--- src/hw/rtl/prq_pkg.sv ---
// Shared types, codes and default sizes for the priority ready queue scheduler.
package prq_pkg;

	localparam int LEVELS_DEF      = 32;
	localparam int MAX_THREADS_DEF = 64;

	localparam int ID_W   = 6;
	localparam int PRIO_W = 5;
	localparam int CMD_W  = 2;
	localparam int STAT_W = 2;

	typedef enum logic [CMD_W-1:0] {
		CMD_READY  = 2'd0,
		CMD_SCHED  = 2'd1,
		CMD_RETIRE = 2'd2,
		CMD_REMOVE = 2'd3
	} cmd_t;

	typedef enum logic [STAT_W-1:0] {
		STAT_OK     = 2'd0,
		STAT_NONE   = 2'd1,
		STAT_BAD_ID = 2'd2,
		STAT_RSVD   = 2'd3
	} status_t;

	typedef enum logic [3:0] {
		ST_IDLE,
		ST_APP_RD,
		ST_APP_WR,
		ST_POP_RD,
		ST_POP_ID,
		ST_LVL_RD,
		ST_LVL_GET,
		ST_UNL_RD,
		ST_UNL_WR,
		ST_DONE
	} state_t;

endpackage

--- src/hw/rtl/prq_ram.sv ---
// Generic single write port, single read port RAM with registered read.
module prq_ram #(
	parameter int WIDTH = 8,
	parameter int DEPTH = 32
) (
	input  logic                     clk,
	input  logic                     we,
	input  logic [$clog2(DEPTH)-1:0] waddr,
	input  logic [WIDTH-1:0]         wdata,
	input  logic [$clog2(DEPTH)-1:0] raddr,
	output logic [WIDTH-1:0]         rdata
);

	logic [WIDTH-1:0] mem [DEPTH];

	always_ff @(posedge clk) begin
		if (we) begin
			mem[waddr] <= wdata;
		end
		rdata <= mem[raddr];
	end

endmodule

--- src/hw/rtl/prq_penc.sv ---
// Priority encoder: finds the highest set bit of the ready level bitmap.
module prq_penc #(
	parameter int LEVELS = prq_pkg::LEVELS_DEF
) (
	input  logic [LEVELS-1:0]         ready,
	output logic                      any,
	output logic [$clog2(LEVELS)-1:0] top
);

	always_comb begin
		any = 1'b0;
		top = '0;
		for (int l = 0; l < LEVELS; l++) begin
			if (ready[l]) begin
				any = 1'b1;
				top = $clog2(LEVELS)'(l);
			end
		end
	end

endmodule

--- src/hw/rtl/priority_ready_queue_scheduler.sv ---
// Thread scheduler with one FIFO ready queue per priority level; the queues are
// doubly linked lists held in head, tail, next, prev and level RAMs, a flop
// bitmap marks non-empty levels and a priority encoder picks the top one.
// Commands are taken one at a time. Rejected commands and retire go to the
// result directly, make ready appends, remove reads the level then unlinks,
// and a schedule that switches threads appends the outgoing thread, reads
// the head and reads and writes back the links; list steps wait on RAM reads.
// One result per command shows the active thread afterwards; the next command
// is accepted while a result still waits in the output register.
module priority_ready_queue_scheduler #(
	parameter int LEVELS      = prq_pkg::LEVELS_DEF,
	parameter int MAX_THREADS = prq_pkg::MAX_THREADS_DEF
) (
	input  logic                        clk,
	input  logic                        arst_n,
	input  logic                        in_valid,
	output logic                        in_stall,
	input  logic [prq_pkg::CMD_W-1:0]   command,
	input  logic [prq_pkg::ID_W-1:0]    thread_id,
	input  logic [prq_pkg::PRIO_W-1:0]  priority_req,
	output logic                        out_valid,
	input  logic                        out_stall,
	output logic [prq_pkg::ID_W-1:0]    active_id,
	output logic                        active_valid,
	output logic [prq_pkg::STAT_W-1:0]  status
);

	localparam int LW = $clog2(LEVELS);
	localparam int TW = $clog2(MAX_THREADS);

	prq_pkg::state_t  state_q, state_d;
	prq_pkg::cmd_t    cmd_q;
	prq_pkg::status_t status_q;

	logic [TW-1:0]          id_q, cur_q;
	logic [LW-1:0]          lvl_q, top_q, cur_lvl_q;
	logic                   cur_valid_q;
	logic [LEVELS-1:0]      ready_q;
	logic [MAX_THREADS-1:0] queued_q;

	logic                     out_valid_q, out_act_valid_q;
	logic [prq_pkg::ID_W-1:0] out_id_q;
	prq_pkg::status_t         out_status_q;

	// RAM ports
	logic          head_we, tail_we, next_we, prev_we, tl_we;
	logic [LW-1:0] head_wa, tail_wa, head_ra;
	logic [TW-1:0] head_wd, tail_wd, head_rd, tail_rd;
	logic [TW-1:0] next_wa, next_wd, next_rd, prev_wa, prev_wd, prev_rd;
	logic [LW-1:0] tl_rd;

	logic          any_ready;
	logic [LW-1:0] top_lvl;

	logic          accept, id_ok, ready_reject, sched_stay, is_head, is_tail;
	logic [TW-1:0] id_in;
	logic [LW-1:0] prio_clamped;
	prq_pkg::cmd_t cmd_in;

	prq_penc #(.LEVELS(LEVELS)) u_penc (
		.ready (ready_q),
		.any   (any_ready),
		.top   (top_lvl)
	);

	prq_ram #(.WIDTH(TW), .DEPTH(LEVELS)) u_head (
		.clk(clk), .we(head_we), .waddr(head_wa), .wdata(head_wd),
		.raddr(head_ra), .rdata(head_rd)
	);

	prq_ram #(.WIDTH(TW), .DEPTH(LEVELS)) u_tail (
		.clk(clk), .we(tail_we), .waddr(tail_wa), .wdata(tail_wd),
		.raddr(lvl_q), .rdata(tail_rd)
	);

	prq_ram #(.WIDTH(TW), .DEPTH(MAX_THREADS)) u_next (
		.clk(clk), .we(next_we), .waddr(next_wa), .wdata(next_wd),
		.raddr(id_q), .rdata(next_rd)
	);

	prq_ram #(.WIDTH(TW), .DEPTH(MAX_THREADS)) u_prev (
		.clk(clk), .we(prev_we), .waddr(prev_wa), .wdata(prev_wd),
		.raddr(id_q), .rdata(prev_rd)
	);

	prq_ram #(.WIDTH(LW), .DEPTH(MAX_THREADS)) u_level (
		.clk(clk), .we(tl_we), .waddr(id_q), .wdata(lvl_q),
		.raddr(id_q), .rdata(tl_rd)
	);

	assign in_stall = (state_q != prq_pkg::ST_IDLE);
	assign accept   = in_valid && !in_stall;
	assign cmd_in   = prq_pkg::cmd_t'(command);
	assign id_ok    = (11'(thread_id) < 11'(MAX_THREADS));
	assign id_in    = TW'(thread_id);

	assign prio_clamped = (7'(priority_req) > 7'(LEVELS - 1)) ? LW'(LEVELS - 1)
	                                                         : LW'(priority_req);

	assign ready_reject = !id_ok || queued_q[id_in] || (cur_valid_q && cur_q == id_in);
	assign sched_stay   = cur_valid_q && (!any_ready || top_lvl < cur_lvl_q);

	assign is_head = (head_rd == id_q);
	assign is_tail = (tail_rd == id_q);

	assign out_valid    = out_valid_q;
	assign active_id    = out_id_q;
	assign active_valid = out_act_valid_q;
	assign status       = out_status_q;

	always_ff @(posedge clk or negedge arst_n) begin
		if (!arst_n) begin
			state_q <= prq_pkg::ST_IDLE;
		end else begin
			state_q <= state_d;
		end
	end

	// Next state and RAM write controls
	always_comb begin
		state_d = state_q;
		head_we = 1'b0; head_wa = lvl_q; head_wd = id_q;
		tail_we = 1'b0; tail_wa = lvl_q; tail_wd = id_q;
		next_we = 1'b0; next_wa = tail_rd; next_wd = id_q;
		prev_we = 1'b0; prev_wa = id_q;    prev_wd = tail_rd;
		tl_we   = 1'b0;
		head_ra = (state_q == prq_pkg::ST_POP_RD) ? top_q : lvl_q;
		unique case (state_q)
			prq_pkg::ST_IDLE: begin
				if (accept) begin
					unique case (cmd_in)
						prq_pkg::CMD_READY:
							state_d = ready_reject ? prq_pkg::ST_DONE : prq_pkg::ST_APP_RD;
						prq_pkg::CMD_SCHED: begin
							if (sched_stay || !any_ready) begin
								state_d = prq_pkg::ST_DONE;
							end else if (cur_valid_q) begin
								state_d = prq_pkg::ST_APP_RD;
							end else begin
								state_d = prq_pkg::ST_POP_RD;
							end
						end
						prq_pkg::CMD_RETIRE: state_d = prq_pkg::ST_DONE;
						prq_pkg::CMD_REMOVE:
							state_d = (!id_ok || !queued_q[id_in]) ? prq_pkg::ST_DONE
							                                       : prq_pkg::ST_LVL_RD;
						default: state_d = prq_pkg::ST_DONE;
					endcase
				end
			end
			prq_pkg::ST_APP_RD: state_d = prq_pkg::ST_APP_WR;
			prq_pkg::ST_APP_WR: begin
				// link behind the old tail, or open an empty level
				if (ready_q[lvl_q]) begin
					next_we = 1'b1;
					prev_we = 1'b1;
				end else begin
					head_we = 1'b1;
				end
				tail_we = 1'b1;
				tl_we   = 1'b1;
				state_d = (cmd_q == prq_pkg::CMD_SCHED) ? prq_pkg::ST_POP_RD
				                                        : prq_pkg::ST_DONE;
			end
			prq_pkg::ST_POP_RD:  state_d = prq_pkg::ST_POP_ID;
			prq_pkg::ST_POP_ID:  state_d = prq_pkg::ST_UNL_RD;
			prq_pkg::ST_LVL_RD:  state_d = prq_pkg::ST_LVL_GET;
			prq_pkg::ST_LVL_GET: state_d = prq_pkg::ST_UNL_RD;
			prq_pkg::ST_UNL_RD:  state_d = prq_pkg::ST_UNL_WR;
			prq_pkg::ST_UNL_WR: begin
				priority if (is_head && is_tail) begin
				end else if (is_head) begin
					head_we = 1'b1;
					head_wd = next_rd;
				end else if (is_tail) begin
					tail_we = 1'b1;
					tail_wd = prev_rd;
				end else begin
					// bridge the neighbours around the thread
					next_we = 1'b1;
					next_wa = prev_rd;
					next_wd = next_rd;
					prev_we = 1'b1;
					prev_wa = next_rd;
					prev_wd = prev_rd;
				end
				state_d = prq_pkg::ST_DONE;
			end
			prq_pkg::ST_DONE: begin
				if (!out_valid_q || !out_stall) begin
					state_d = prq_pkg::ST_IDLE;
				end
			end
			default: state_d = prq_pkg::ST_IDLE;
		endcase
	end

	always_ff @(posedge clk or negedge arst_n) begin
		if (!arst_n) begin
			cur_valid_q     <= 1'b0;
			cur_q           <= '0;
			ready_q         <= '0;
			queued_q        <= '0;
			out_valid_q     <= 1'b0;
		end else begin
			// load a new result, or drop the one just taken
			if (state_q == prq_pkg::ST_DONE && (!out_valid_q || !out_stall)) begin
				out_valid_q <= 1'b1;
			end else if (out_valid_q && !out_stall) begin
				out_valid_q <= 1'b0;
			end
			unique case (state_q)
				prq_pkg::ST_IDLE: begin
					if (accept && cmd_in == prq_pkg::CMD_RETIRE) begin
						cur_valid_q <= 1'b0;
					end
				end
				prq_pkg::ST_APP_WR: begin
					ready_q[lvl_q] <= 1'b1;
					queued_q[id_q] <= 1'b1;
				end
				prq_pkg::ST_UNL_WR: begin
					if (is_head && is_tail) begin
						ready_q[lvl_q] <= 1'b0;
					end
					queued_q[id_q] <= 1'b0;
					if (cmd_q == prq_pkg::CMD_SCHED) begin
						cur_q       <= id_q;
						cur_valid_q <= 1'b1;
					end
				end
				default: begin
				end
			endcase
		end
	end

	// Payload registers
	always_ff @(posedge clk) begin
		unique case (state_q)
			prq_pkg::ST_IDLE: begin
				if (accept) begin
					cmd_q    <= cmd_in;
					status_q <= prq_pkg::STAT_OK;
					unique case (cmd_in)
						prq_pkg::CMD_READY: begin
							id_q  <= id_in;
							lvl_q <= prio_clamped;
							if (ready_reject) begin
								status_q <= prq_pkg::STAT_BAD_ID;
							end
						end
						prq_pkg::CMD_SCHED: begin
							top_q <= top_lvl;
							id_q  <= cur_q;
							lvl_q <= cur_lvl_q;
							if (!sched_stay && !any_ready) begin
								status_q <= prq_pkg::STAT_NONE;
							end
						end
						prq_pkg::CMD_RETIRE: begin
							if (!cur_valid_q) begin
								status_q <= prq_pkg::STAT_NONE;
							end
						end
						prq_pkg::CMD_REMOVE: begin
							id_q <= id_in;
							if (!id_ok || !queued_q[id_in]) begin
								status_q <= prq_pkg::STAT_BAD_ID;
							end
						end
						default: begin
						end
					endcase
				end
			end
			prq_pkg::ST_POP_ID: begin
				id_q  <= head_rd;
				lvl_q <= top_q;
			end
			prq_pkg::ST_LVL_GET: lvl_q <= tl_rd;
			prq_pkg::ST_UNL_WR: begin
				if (cmd_q == prq_pkg::CMD_SCHED) begin
					cur_lvl_q <= lvl_q;
				end
			end
			prq_pkg::ST_DONE: begin
				if (!out_valid_q || !out_stall) begin
					out_id_q        <= cur_valid_q ? prq_pkg::ID_W'(cur_q) : '0;
					out_act_valid_q <= cur_valid_q;
					out_status_q    <= status_q;
				end
			end
			default: begin
			end
		endcase
	end

endmodule

--- config.mk ---
export PLATFORM = sky130hd
export DESIGN_NAME = priority_ready_queue_scheduler
export DESIGN_NICKNAME = d
export VERILOG_FILES = /design/src/hw/rtl/prq_pkg.sv /design/src/hw/rtl/prq_ram.sv /design/src/hw/rtl/prq_penc.sv /design/src/hw/rtl/priority_ready_queue_scheduler.sv
export SDC_FILE = /design/constraint.sdc
export NUM_CORES = 2
export LEC_CHECK = 0
export BUFFER_PORTS_ARGS = -buffer_cell sky130_fd_sc_hd__buf_4
export CAP_MARGIN = 20
export CORE_AREA = 2 2 347 349
export DETAILED_ROUTE_END_ITERATION = 16
export DIE_AREA = 0 0 349 351
export PLACE_DENSITY = 0.69
export REMOVE_ABC_BUFFERS = 1
export SYNTH_ARGS = -nofsm -noshare
export SYNTH_HDL_FRONTEND = slang
export SYNTH_SLANG_ARGS = --single-unit
--- constraint.sdc ---
create_clock -name clk -period 9.25 [get_ports clk]
set_input_delay 1.85 -clock clk [delete_from_list [all_inputs] [get_ports clk]]
set_output_delay 1.85 -clock clk [all_outputs]
set_load 0.1 [all_outputs]
### After elaboration in Yosys (flattened, before gate mapping)

Memory sizes are Yosys's and may differ from the RTL's. A register that Yosys moved wholly into a read port is not among the register bits.
Cells that the tools add are included.

| word-level totals | value |
|---|---|
| register bits after elaboration | 142 |
| bits in writable memories | 1472 |
| input port bits | 17 |
| output and inout bits | 11 |
| word-level logic and storage cells | 230 |
| memories kept | 5 |

| cells by class | value |
|---|---|
| order comparisons | 6 |
| equal/unequal tests | 23 |
| muxes and demuxes | 137 |
| bitwise logic cells | 6 |
| reduce and logical (&&, ||, !) cells | 38 |

Memories:

| name | depth | width | rd ports | clocked after Yosys merged registers in | write ports | RTL line | text |
|---|---|---|---|---|---|---|---|
| u_next.mem | 64 | 6 | 1 | 1 | 1 | prq_ram.sv:14 | `logic [WIDTH-1:0] mem [DEPTH];` |
| u_prev.mem | 64 | 6 | 1 | 1 | 1 | prq_ram.sv:14 |  |
| u_level.mem | 64 | 5 | 1 | 1 | 1 | prq_ram.sv:14 |  |
| u_head.mem | 32 | 6 | 1 | 1 | 1 | prq_ram.sv:14 |  |
| u_tail.mem | 32 | 6 | 1 | 1 | 1 | prq_ram.sv:14 |  |

Operators with widths:

| cell | count |
|---|---|
| 64-bit case mux with 2 select lines | 1 |
| 6-bit two-way mux | 16 |
| 5-bit two-way mux | 18 |
| 64-bit bitwise AND | 1 |
| 64-bit NOT | 1 |
| 64-bit bitwise OR | 1 |
| 32-bit case mux with 2 select lines | 1 |
| 1-bit two-way mux | 62 |
| 4-bit two-way mux | 14 |
| 4-bit case mux with 9 select lines | 1 |
| 32-bit bitwise AND | 1 |
| 32-bit two-way mux | 1 |
| 32-bit NOT | 1 |
| 32-bit bitwise OR | 1 |
| 6-bit case mux with 2 select lines | 2 |
| 6-bit == test | 3 |
| 4-bit by 3-bit == test with 1-bit output (second input constant) | 4 |
| 4-bit case mux with 4 select lines | 1 |
| 5-bit case mux with 3 select lines | 1 |
| 6-bit by 7-bit < comparator with 1-bit output (second input constant) | 2 |
| 3-bit two-way mux | 4 |
| 3-bit AND reduction | 4 |
| 1-bit logical AND | 10 |
| 2-bit two-way mux | 5 |
| other kinds (29) | 54 |

### Logic depth before layout (Yosys ltp)

| logic depth | value |
|---|---|
| depth after elaboration | 40 |
| depth in mapped cells | 15 |
| depth with buffers taken out | 15 |

### Hierarchy

Synthesis repeated with hierarchy kept, for this count alone.

| unflattened totals | value |
|---|---|
| cells, all modules | 3511 |
| area total of the unflattened synthesis | 66548.8 um^2 |

Modules (own cells, without submodules):

| module | instances | cells each | area each (um^2) |
|---|---|---|---|
| prq_ram (u_next ...) | 2 | 720 | 15225.9 |
| prq_ram (u_head ...) | 2 | 323 | 7589.8 |
| prq_ram (u_level) | 1 | 610 | 12768.5 |
| priority_ready_queue_scheduler | 1 | 753 | 7791.2 |
| prq_penc | 1 | 62 | 357.8 |

### Least setup slack after synthesis

OpenSTA, ideal clock, no wires.

| timing | value |
|---|---|
| kind | input -> register |
| start point | input thread_id[1] in the netlist's numbering |
| end point | register status_q[1] (data pin) |
| setup time | 262 ps |
| arrival | 3836 ps |
| required time | 8988 ps |
| path slack | 5152 ps |
| stages on the path | 9 |
| path buffers | 2 |
| path through | clkbuf_1 clkbuf_1 mux4_2 a22oi_1 nand2_1 o31ai_1 a21oi_1 o31ai_1 inv_1 |

| between the ends | value |
|---|---|
| longest elaborated chain between the ends | 5 |

Ends and longest elaborated chain:

| what | RTL line | text |
|---|---|---|
| from (decl) | priority_ready_queue_scheduler.sv:19 | `input logic [prq_pkg::ID_W-1:0] thread_id,` |
| 1-bit binary-select mux with 6-bit select / 6-bit == test (equally long branches) | priority_ready_queue_scheduler.sv:100, priority_ready_queue_scheduler.sv:268 |  |
| 1-bit two-way mux (implied by the code) / 1-bit logical AND (equally long branches) | priority_ready_queue_scheduler.sv:100, priority_ready_queue_scheduler.sv:268 |  |
| 1-bit logical OR | priority_ready_queue_scheduler.sv:100 | `assign ready_reject = !id_ok \|\| queued_q[id_in] \|\| (cur_valid_q && cur_q == id_in);` |
| 2-bit two-way mux | priority_ready_queue_scheduler.sv:249 | `if (ready_reject) begin` |
| 2-bit case mux with 4 select lines (*) | priority_ready_queue_scheduler.sv:245 | `unique case (cmd_in)` |
| to (signal assigned) | priority_ready_queue_scheduler.sv:244 | `status_q <= prq_pkg::STAT_OK;` |
| to (signal assigned) | priority_ready_queue_scheduler.sv:250 | `status_q <= prq_pkg::STAT_BAD_ID;` |
| to (signal assigned) | priority_ready_queue_scheduler.sv:269 | `status_q <= prq_pkg::STAT_BAD_ID;` |
| to (decl) | priority_ready_queue_scheduler.sv:33 | `prq_pkg::status_t status_q;` |

Mark *: on every way between the ends. The rest lies on a longest branch, timed or not. The select of a mux whose other input is x is not followed.
A chain may end at the register's enable or synchronous reset.

### Final worst setup path

| timing | value |
|---|---|
| start point | register state_q[1] |
| end point | memory u_prev.mem[24][3] in the netlist's numbering, enable pin |

| between the ends | value |
|---|---|
| longest elaborated chain between the ends | 4 |

Ends and longest elaborated chain:

| what | RTL line | text |
|---|---|---|
| from (decl) | priority_ready_queue_scheduler.sv:31 | `prq_pkg::state_t state_q, state_d;` |
| from (signal assigned) | priority_ready_queue_scheduler.sv:113 | `state_q <= prq_pkg::ST_IDLE;` |
| from (signal assigned) | priority_ready_queue_scheduler.sv:115 | `state_q <= state_d;` |
| 4-bit == test / 4-bit by 2-bit == test with 1-bit output (equally long branches) | priority_ready_queue_scheduler.sv:128 | `unique case (state_q)` |
| 1-bit case mux with 2 select lines | priority_ready_queue_scheduler.sv:128 |  |
| 1-bit two-way mux | prq_ram.sv:17 | `if (we) begin` |
| 1-bit two-way mux (implied by the code) | prq_ram.sv:18 | `mem[waddr] <= wdata;` |
| to (decl) | prq_ram.sv:14 |  |

Several ways; a longest one is shown, not always the timed one.

==> results_dict.tcl <==
set metrics [dict create \
    die_w_um 349 \
    status "complete, no violations" \
    setup_tns_ps 0 \
    antenna_left 0 \
    syn_area_per_cell_sq_um 16.5 \
    drc 0 \
    vdd_ir_drop_max_uv 243 \
    synthSimpleGateAreaFrac_pct 6.09 \
    first_pass_iters 6 \
    grt_overflow_total 0 \
    wl_per_cell_um 31.6 \
    synth_compound_area_share_pct 9.03 \
    via_per_inst 6.83 \
    hpwlAfterDp_um 107000 \
    grt_pass1_wl_um 258000 \
    finalClockSkew_ps 28.6 \
    synth-adder-area-share_pct 0.154 \
    critPathLaunchType "register" \
    grt_usage_pct 29.2 \
    ys.flop_type "edfxtp_1" \
    core-area_sq_um 119000 \
    min_period_over_period_pct 65.8 \
    io_pins 28 \
    syn_inst 3941 \
    clockBufferDepth 3 \
    cts_setup_buffers 0 \
    timing_worst_setup_path_type "register to register" \
    ys_types 77 \
    slowest_delay_ps 830 \
    synthXorXnorAreaFrac_pct 0.256 \
    setup_slack_ps 3160 \
    place_inst 5335 \
    tightest_slew_ps 1170 \
    synth_top_family_by_area "compound AO/OA/AOI/OAI gates" \
    worstPathMaxFanout 42 \
    hold_viol 0 \
    root_buffer "clkbuf_16" \
    worstSetupEndpointType "register" \
    critical_path_arrival_ps 6500 \
    syn_area_sq_um 65100 \
    ys_seq_area_share_pct 74.6 \
    crit_chain "or3b_1 > nor2_4 > o21ai_2 > nor2b_4 > mux2i_4 > buf_4 > inv_2 > or3_1 > nor2_1" \
    rsz0062_at_grt "false" \
    holdBufCountCts 0 \
    nets 3992 \
    fin_cells 5637 \
    first_global_vias 37020 \
    wl_um 178000 \
    fmaxAchievable_mhz 164 \
    synthArstFlopShare_pct 6.57 \
    num_vias 38510 \
    gp_congestion 0.902 \
    cts_num_sinks 1643 \
    maxSlewViolCount 0 \
    cts_resized 0 \
    rows 127 \
    clock_latency_ps 790 \
    min_path_type "register to register" \
    power.density_nw_per_um2 289 \
    grt_max_degree 128 \
    ys_ff_latch 1643 \
    slew_headroom_pct 21.7 \
    finalSetupViolations 0 \
    synthMuxAreaShare_pct 7.97 \
    drive_above_1_share_pct 15.6 \
    max-cap-violations 0 \
    leakagePower_nw 23.1 \
    fin_crit_ps 6090 \
    post-place-ws_ps 3320 \
    crit_family "simple AND/OR/NAND/NOR gates" \
    syn_to_final_growth_pct 10.8 \
    cts_tree "done" \
    antenna_cells 0 \
    worstPathBufferInverterCount 2 \
    cts_buffers 161 \
    start_util_pct 54.7 \
    drt_iter0_drc 5711 \
    htree_levels 4 \
    cp.required_ps 9660 \
    path_clk_slew_ps 60 \
    die_y_um 351 \
    ys_warn_count 0 \
    synth_edf_count 1506 \
    cpMaxStageDelayCell "nor2_4" \
    antenna_found_initial 3 \
    portBuffers 27 \
    dieArea_sq_um 122000 \
]
[worst reg2reg max path, cell delays in order (launching register included)]
cell	delay, ps
dfrtp_1	620
or3b_1	550
nor2_4	830
o21ai_2	200
nor2b_4	820
mux2i_4	350
buf_4	550
inv_2	500
or3_1	760
nor2_1	530
[synthesized netlist by cell type, drive strengths merged, types with 3 or more instances]
cell type	n	area share [%]
edfxtp	1506	70
nor2	364	2.1
a22oi	237	2.7
nand2	175	1.0
buf	135	1.0
mux4	134	4.6
clkbuf	132	0.76
mux2i	131	2.0
a21oi	124	0.95
dfrtp	108	4.2
a221oi	99	1.3
mux2	75	1.3
o22a	67	0.90
o21ai	61	0.48
nor4	59	0.71
a22o	58	0.78
a31oi	52	0.53
nand3	45	0.35
nor3	37	0.41
nor2b	36	0.35
dfxtp	29	0.89
nand4	28	0.27
o22ai	28	0.27
inv	27	0.16
a211oi	23	0.27
or3	16	0.15
and2	15	0.14
and3	11	0.11
nand2b	11	0.11
or4	11	0.13
xnor2	11	0.15
o211ai	10	0.12
ha	8	0.15
xor2	8	0.11
a32oi	6	0.081
a221o	5	0.077
nand3b	5	0.058
nor3b	5	0.065
o31ai	5	0.058
a211o	3	0.040
o211a	3	0.046
o21a	3	0.035
o21bai	3	0.035
[sequential cells by signal, indices dropped and copies added, names as in the netlist, 6 cells and up, named ones only]
| signal | cells |
|---|---|
| u_head.mem | 192 |
| active_id | 6 |
| id_q | 6 |
| u_prev.mem | 384 |
| u_head.rdata | 6 |
| u_tail.mem | 192 |
| u_level.mem | 320 |
| u_tail.rdata | 6 |
| u_next.rdata | 6 |
| u_prev.rdata | 6 |
| cur_q | 6 |
| u_next.mem | 384 |
[power breakdown]
part / internal (mW) / switching [mW] / leakage (nW)
sequential: 9.22 / 0.409 / 15.3
clock: 3.66 / 2.74 / 2.49
combinational: 1.41 / 3.39 / 5.32
[metal layers]
| layer | wire length [um] | part of all wire (%) | GRT usage, % |
|---|---|---|---|
| met5 | 45 | 0.025 | 0 |
| met4 | 6270 | 3.5 | 10.4 |
| met1 | 70300 | 39 | 42.1 |
| met3 | 21900 | 12 | 7.52 |
| met2 | 79900 | 45 | 43.3 |
[final timing paths]
check	from	endpoint	slack, ps	cells after the start
setup / recovery	state_q[1]	u_prev.mem[24][3]	3160	9
hold / removal	status_q[0]	status[0]	460	0
setup reg to reg	state_q[1]	u_prev.mem[24][3]	3160	9
hold reg to reg	status_q[0]	status[0]	460	0
max in group asynchronous	arst_n	asynchronous set/reset pin	6830	2
min in group asynchronous	arst_n	asynchronous set/reset pin	1050	1
[stage by stage]
| stage | cell area (sq um) | util (%) | total power [mW] | hold slack [ps] |
|---|---|---|---|---|
| after floorplan | 63900 | - | 12.5 | 400 |
| after global placement | 66900 | 56.2 | 14.4 | 445 |
| after detailed placement | 66900 | 56.2 | 14.5 | 445 |
| after CTS | 72000 | 60.5 | 20.8 | 450 |
| after global routing | 72000 | 60.5 | 21.4 | 452 |
| final | 72000 | 60.5 | 20.8 | 463 |
[cell usage in the layout (no fill, tap or decap), types with 20 or more instances in the layout]
cell / n
mux4_2: 134
buf_4: 111
clkinv_1: 20
nor4_1: 44
nand3_1: 45
nand4_1: 28
nand2_1: 175
dfxtp_1: 29
a31oi_1: 49
nor2b_1: 32
mux2i_1: 126
o22a_1: 67
dfrtp_1: 108
edfxtp_1: 1506
mux2_2: 70
o21ai_0: 57
clkbuf_1: 40
a22o_1: 58
nor3_1: 20
a211oi_1: 23
nor2_1: 359
a22oi_1: 237
clkbuf_16: 164
clkinv_2: 24
inv_1: 20
a221oi_1: 99
a21oi_1: 123
o22ai_1: 28
[logic make-up (layout without fill, tap and decap cells)]
family,Yosys count,in the layout
AOI/OAI and AO/OA,808,808
xor gates and xnor gates,19,19
and+or+nand+nor,828,828
buffers and inverters,295,443
DFF,1643,1643
adders and majority gates,8,8
muxes,340,340
[layout make-up]
type                       count  area, sq um
sequential                  1643        48500
fill                        8509        47000
multi-input combinational   2003        15400
clock buffer                 217         4430
tap                         1548         1940
timing repair buffer         130          973
clock inverter                68          663
inverter                      28          108
Power figures use the tool's default switching activity.
